**src/rtl/pphist_pkg.sv**
```systemverilog
package pphist_pkg;

   // Field widths of the transaction payloads
   localparam int TIME_W = 32;
   localparam int IVL_W  = 17;
   localparam int PORT_W = 16;
   localparam int OUT_W  = 32;

   // Iteration count of the remainder unit, one dividend bit per cycle
   localparam int DIV_STEPS = TIME_W;
   localparam int DIV_CNT_W = $clog2(DIV_STEPS);

   // Command codes
   localparam logic CMD_COUNT = 1'b0;
   localparam logic CMD_READ  = 1'b1;

endpackage

```
**src/rtl/pphist_div.sv**
```systemverilog
module pphist_div (
   input  logic                        clock,
   input  logic                        reset,
   input  logic                        start,
   input  logic [pphist_pkg::TIME_W-1:0] dividend,
   input  logic [pphist_pkg::IVL_W-1:0]  divisor,
   output logic                        busy,
   output logic [pphist_pkg::IVL_W-1:0]  remainder
);

   import pphist_pkg::*;

   logic                 busy_ff, busy_in;
   logic [DIV_CNT_W-1:0] cnt_ff, cnt_in;
   logic [TIME_W-1:0]    dvd_ff, dvd_in;
   logic [IVL_W-1:0]     dsr_ff, dsr_in;
   logic [IVL_W-1:0]     rem_ff, rem_in;
   logic [IVL_W:0]       trial;

   // One restoring step per cycle; a zero divisor acts as one
   always_comb begin
      busy_in = busy_ff;
      cnt_in  = cnt_ff;
      dvd_in  = dvd_ff;
      dsr_in  = dsr_ff;
      rem_in  = rem_ff;
      trial   = {rem_ff, dvd_ff[TIME_W-1]};
      if (start) begin
         busy_in = 1'b1;
         cnt_in  = '0;
         dvd_in  = dividend;
         dsr_in  = (divisor == '0) ? IVL_W'(1) : divisor;
         rem_in  = '0;
      end else if (busy_ff) begin
         dvd_in = {dvd_ff[TIME_W-2:0], 1'b0};
         if (trial >= {1'b0, dsr_ff}) begin
            rem_in = IVL_W'(trial - {1'b0, dsr_ff});
         end else begin
            rem_in = trial[IVL_W-1:0];
         end
         cnt_in = cnt_ff + 1'b1;
         if (cnt_ff == DIV_CNT_W'(DIV_STEPS - 1)) begin
            busy_in = 1'b0;
         end
      end
   end

   always_ff @(posedge clock) begin
      if (reset) begin
         busy_ff <= 1'b0;
         cnt_ff  <= '0;
      end else begin
         busy_ff <= busy_in;
         cnt_ff  <= cnt_in;
      end
      dvd_ff <= dvd_in;
      dsr_ff <= dsr_in;
      rem_ff <= rem_in;
   end

   assign busy      = busy_ff;
   assign remainder = rem_ff;

endmodule
```
**config.mk**
```make
export PLATFORM = sky130hd
export DESIGN_NAME = pphist_div
export DESIGN_NICKNAME = d
export VERILOG_FILES = /design/src/rtl/pphist_pkg.sv /design/src/rtl/pphist_div.sv
export SDC_FILE = /design/constraint.sdc
export NUM_CORES = 1
export LEC_CHECK = 0
export BUFFER_PORTS_ARGS = -buffer_cell sky130_fd_sc_hd__buf_2
export CELL_PAD_IN_SITES_DETAIL_PLACEMENT = 2
export CELL_PAD_IN_SITES_GLOBAL_PLACEMENT = 2
export CORE_MARGIN = 2
export CORE_UTILIZATION = 37
export CTS_BUF_LIST = sky130_fd_sc_hd__clkbuf_2 sky130_fd_sc_hd__clkbuf_4 sky130_fd_sc_hd__clkbuf_8
export CTS_CLUSTER_DIAMETER = 200
export DETAILED_ROUTE_END_ITERATION = 16
export PLACE_DENSITY = 0.81
export REMOVE_ABC_BUFFERS = 1
export SETUP_SLACK_MARGIN = 0.5
export SLEW_MARGIN = 20
export SYNTH_ARGS = -nofsm -noshare
export SYNTH_HDL_FRONTEND = slang
export SYNTH_SLANG_ARGS = --single-unit
```
**constraint.sdc**
```tcl
create_clock -name clock -period 3 [get_ports clock]
set_input_delay 0.45 -clock clock [delete_from_list [all_inputs] [get_ports clock]]
set_output_delay 0.45 -clock clock [all_outputs]
set_load 0.05 [all_outputs]
```
==> flow_metrics.env <==
export IMPL_status="completed"
export IMPL_drv_cap=0
export IMPL_cp_arrival_ns=2.96
export IMPL_drive_gt1_frac=0.360
export IMPL_area_growth_pct=21.5
export IMPL_grt_overflow_total=0
export IMPL_grt_pass1_vias=3342
export IMPL_finalMaxSlewViolations=0
export IMPL_power_density_nw_per_um2=521
export IMPL_maxSlewHeadroom=0.341
export IMPL_worstSkewPairLatency_ns=0.37
export IMPL_initial_core_util=0.379
export IMPL_grt_pass1_wl_microns=18500
export IMPL_vias=3128
export IMPL_cts_buffer_depth=2
export IMPL_num_io_pins=70
export IMPL_antenna_cells=0
export IMPL_die_h_microns=106
export IMPL_holdWs_ns=0.271
export IMPL_ys_warn_count=0
export IMPL_max_vdd_ir_drop_uv=302
export IMPL_sw_frac_of_total=0.299
export IMPL_fin_setup_tns_ns=0
export IMPL_setup_viol=0
export IMPL_cts_hold_buffers=0
export IMPL_fin_nets=497
export IMPL_path_depth=11
export IMPL_yosysMostFrequentCell="edfxtp_1"
export IMPL_crit_slowest_cell="edfxtp_1"
export IMPL_nFillCells=1048
export IMPL_avgRoutedWirePerCell_microns=22.7
export IMPL_cts_tree="yes"
export IMPL_grt_use_total=0.218
export IMPL_dpl_hpwl_microns=8760
export IMPL_timing_critical_path_buf_inv=3
export IMPL_max_clock_freq_ghz=0.375
export IMPL_power_frac_clock=0.323
export IMPL_power_switching_mw=0.734
export IMPL_finClkSkew_ns=0.0162
export IMPL_root_buffer="clkbuf_8"
export IMPL_hold_viol_final=0
export IMPL_antenna_left=0
export IMPL_core_area_sq_um=10200
export IMPL_ff2ff_path_depth=11
export IMPL_syn_avg_cell_area_sq_um=10.8
export IMPL_p_leak_nw=1.93
export IMPL_path_delay_family="compound AO/OA/AOI/OAI gates"
export IMPL_avgViaCountPerCell=5.53
export IMPL_comb_power_share=0.194
export IMPL_syn_inst=360
export IMPL_synthArstFlopShare=0
export IMPL_die_w_microns=106
export IMPL_slowest_delay_ns=0.41
export IMPL_timing_rr_start="dvd_ff[31]"
export IMPL_gp_congestion=0.928
export IMPL_initialDrtViolationCount=172
export IMPL_worstMarginPinSlew_ns=0.986
export IMPL_seqPwrFrac=0.483
export IMPL_dieArea_sq_um=11300
export IMPL_critical_path_required_ns=3.29
export IMPL_period_share=0.890
export IMPL_seq_area_frac_synth=0.498
export IMPL_synth_edf_count=49
export IMPL_rsz0062_at_grt="yes"
export IMPL_drt_pass1_iter_count=4
export IMPL_hold_path_class="in2reg"
export IMPL_worstPathCellList="inv_2 > ha_4 > inv_2 > fa_2 > a211oi_4 > o21ai_2 > a22o_1 > o21a_1 > buf_12 > mux2i_1 > a211oi_2"
export IMPL_grt_start_max_net_pins=34
export IMPL_worstPathMaxFanout=15
export IMPL_clkTransAtPathRegs_ns=0.09
export IMPL_fin_cells=566
export IMPL_multiInputGateArea_sq_um=1840
export IMPL_drt_wl_total_microns=12800
export IMPL_crit_top_cell="inv_2"
export IMPL_yosys_most_used_dff="edfxtp_1"
export IMPL_end_kind="register"
export IMPL_yosys_register_bits=72
export IMPL_worst_setup_path_start_kind="register"
export IMPL_critPathKind="reg2reg"
export IMPL_crit_start="dvd_ff[31]"
export IMPL_synth_top_area_frac=0.379
export IMPL_row_count=37
export IMPL_synth_top_area_cell="edfxtp_1"
export IMPL_intPower_mw=1.72
export IMPL_hp_start="divisor[5]"
export IMPL_io_buffers=69
export IMPL_post_route_drc_count=0
export IMPL_synth_cell_type_count=46
export IMPL_hold_path_depth=1
export IMPL_numCtsBuffers=9
export IMPL_htreeDepth=3
export IMPL_antenna_found_initial=0
export IMPL_dp_cells=542
export IMPL_netlist_area_sq_um=3880
export IMPL_layout_min_cycle_time_ns=2.67
export IMPL_seqCellArea_sq_um=1930
export IMPL_synth_common_cells="49 x edfxtp_1, 32 x mux2_2, 26 x clkbuf_1, 26 x inv_1, 26 x nand2_1"
export IMPL_synth_area_leaders="edfxtp_1 38%, dfxtp_1 12%, mux2_2 9.3%, ha_1 6.1%, mux2i_1 2.8%"
export IMPL_cts_sinks=72
-- repair_timing --
item | in CTS | in global routing
hold endpoints to repair | 0 | 0
pin swaps | 7 | 12
buffers inserted | 2 | 6
gates resized for setup | 14 | 19
endpoints found under the setup margin | 17 | 17
-- sequential cells by signal, summed over array words and instances (netlist names) --
register	flops
busy	1
cnt_ff	5
dsr_ff	17
dvd_ff	32
remainder	17
-- cells by family after synthesis --
group / Yosys count / share of synthesized area
flip-flops: 72 / 0.498
XOR/XNOR: 16 / 0.0361
buffers and inverters: 56 / 0.0584
multiplexers: 43 / 0.121
AND/OR/NAND/NOR: 79 / 0.0990
adder cells (fa/ha/maj): 20 / 0.0665
AO/OA/AOI/OAI: 74 / 0.121
-- worst register-to-register path, cell delays in order, from the launching register on --
cell      delay [ns]
edfxtp_1        0.41
inv_2           0.11
ha_4            0.15
inv_2           0.04
fa_2            0.37
a211oi_4        0.32
o21ai_2         0.13
a22o_1          0.28
o21a_1          0.25
buf_12          0.17
mux2i_1         0.15
a211oi_2        0.22
-- worst paths after layout --
check,end,slack (ns)
setup / recovery,remainder[1],0.33
setup reg to reg,remainder[1],0.33
hold / removal,dsr_ff[5],0.27
hold reg to reg,remainder[6],0.51
-- through the flow --
stage	power (mW)	setup WS, ns	cell area (sq um)	utilization
finish	2.45	0.331	4710	0.461
global route	2.55	0.272	4710	0.461
CTS	2.42	0.455	4590	0.449
detailed placement	1.62	0.219	4330	0.423
global placement	1.58	0.438	4330	0.423
floorplan	1.45	0.236	3750	-
-- power groups by stage --
stage	Sequential [mW]	Combinational, mW	Clock, mW
6_report	1.19	0.477	0.792
5_1_grt	1.19	0.511	0.841
4_1_cts	1.18	0.435	0.803
3_5_place_dp	1.20	0.412	0
3_3_place_gp	1.20	0.386	0
2_1_floorplan	1.23	0.224	0
-- layout make-up --
cell class | instances | area share
Clock buffer | 9 | 0.0263
Tap cell | 136 | 0.0361
Sequential cell | 72 | 0.410
Inverter | 26 | 0.0207
Timing Repair Buffer | 84 | 0.101
Clock inverter | 7 | 0.0149
Multi-Input combinational cell | 232 | 0.391
-- routing by layer --
layer | vias up | wire length [microns] | track usage
met4 | 0 | 343 | 0.0789
met5 | - | 0 | 0
li1 | 1426 | - | -
met3 | 28 | 854 | 0.0533
met2 | 111 | 6700 | 0.396
met1 | 1563 | 4940 | 0.248
-- cells in the final DEF, fill, tap and decap left out, types with 10 or more instances in the layout --
cell / instances
dfxtp_1: 23
o21ai_0: 13
inv_1: 24
ha_1: 11
buf_4: 13
mux2i_1: 10
nand2_1: 26
nor2_1: 15
mux2_2: 31
a21oi_1: 20
buf_2: 69
edfxtp_1: 49
Note: power is estimated with default switching activity, not from simulation.
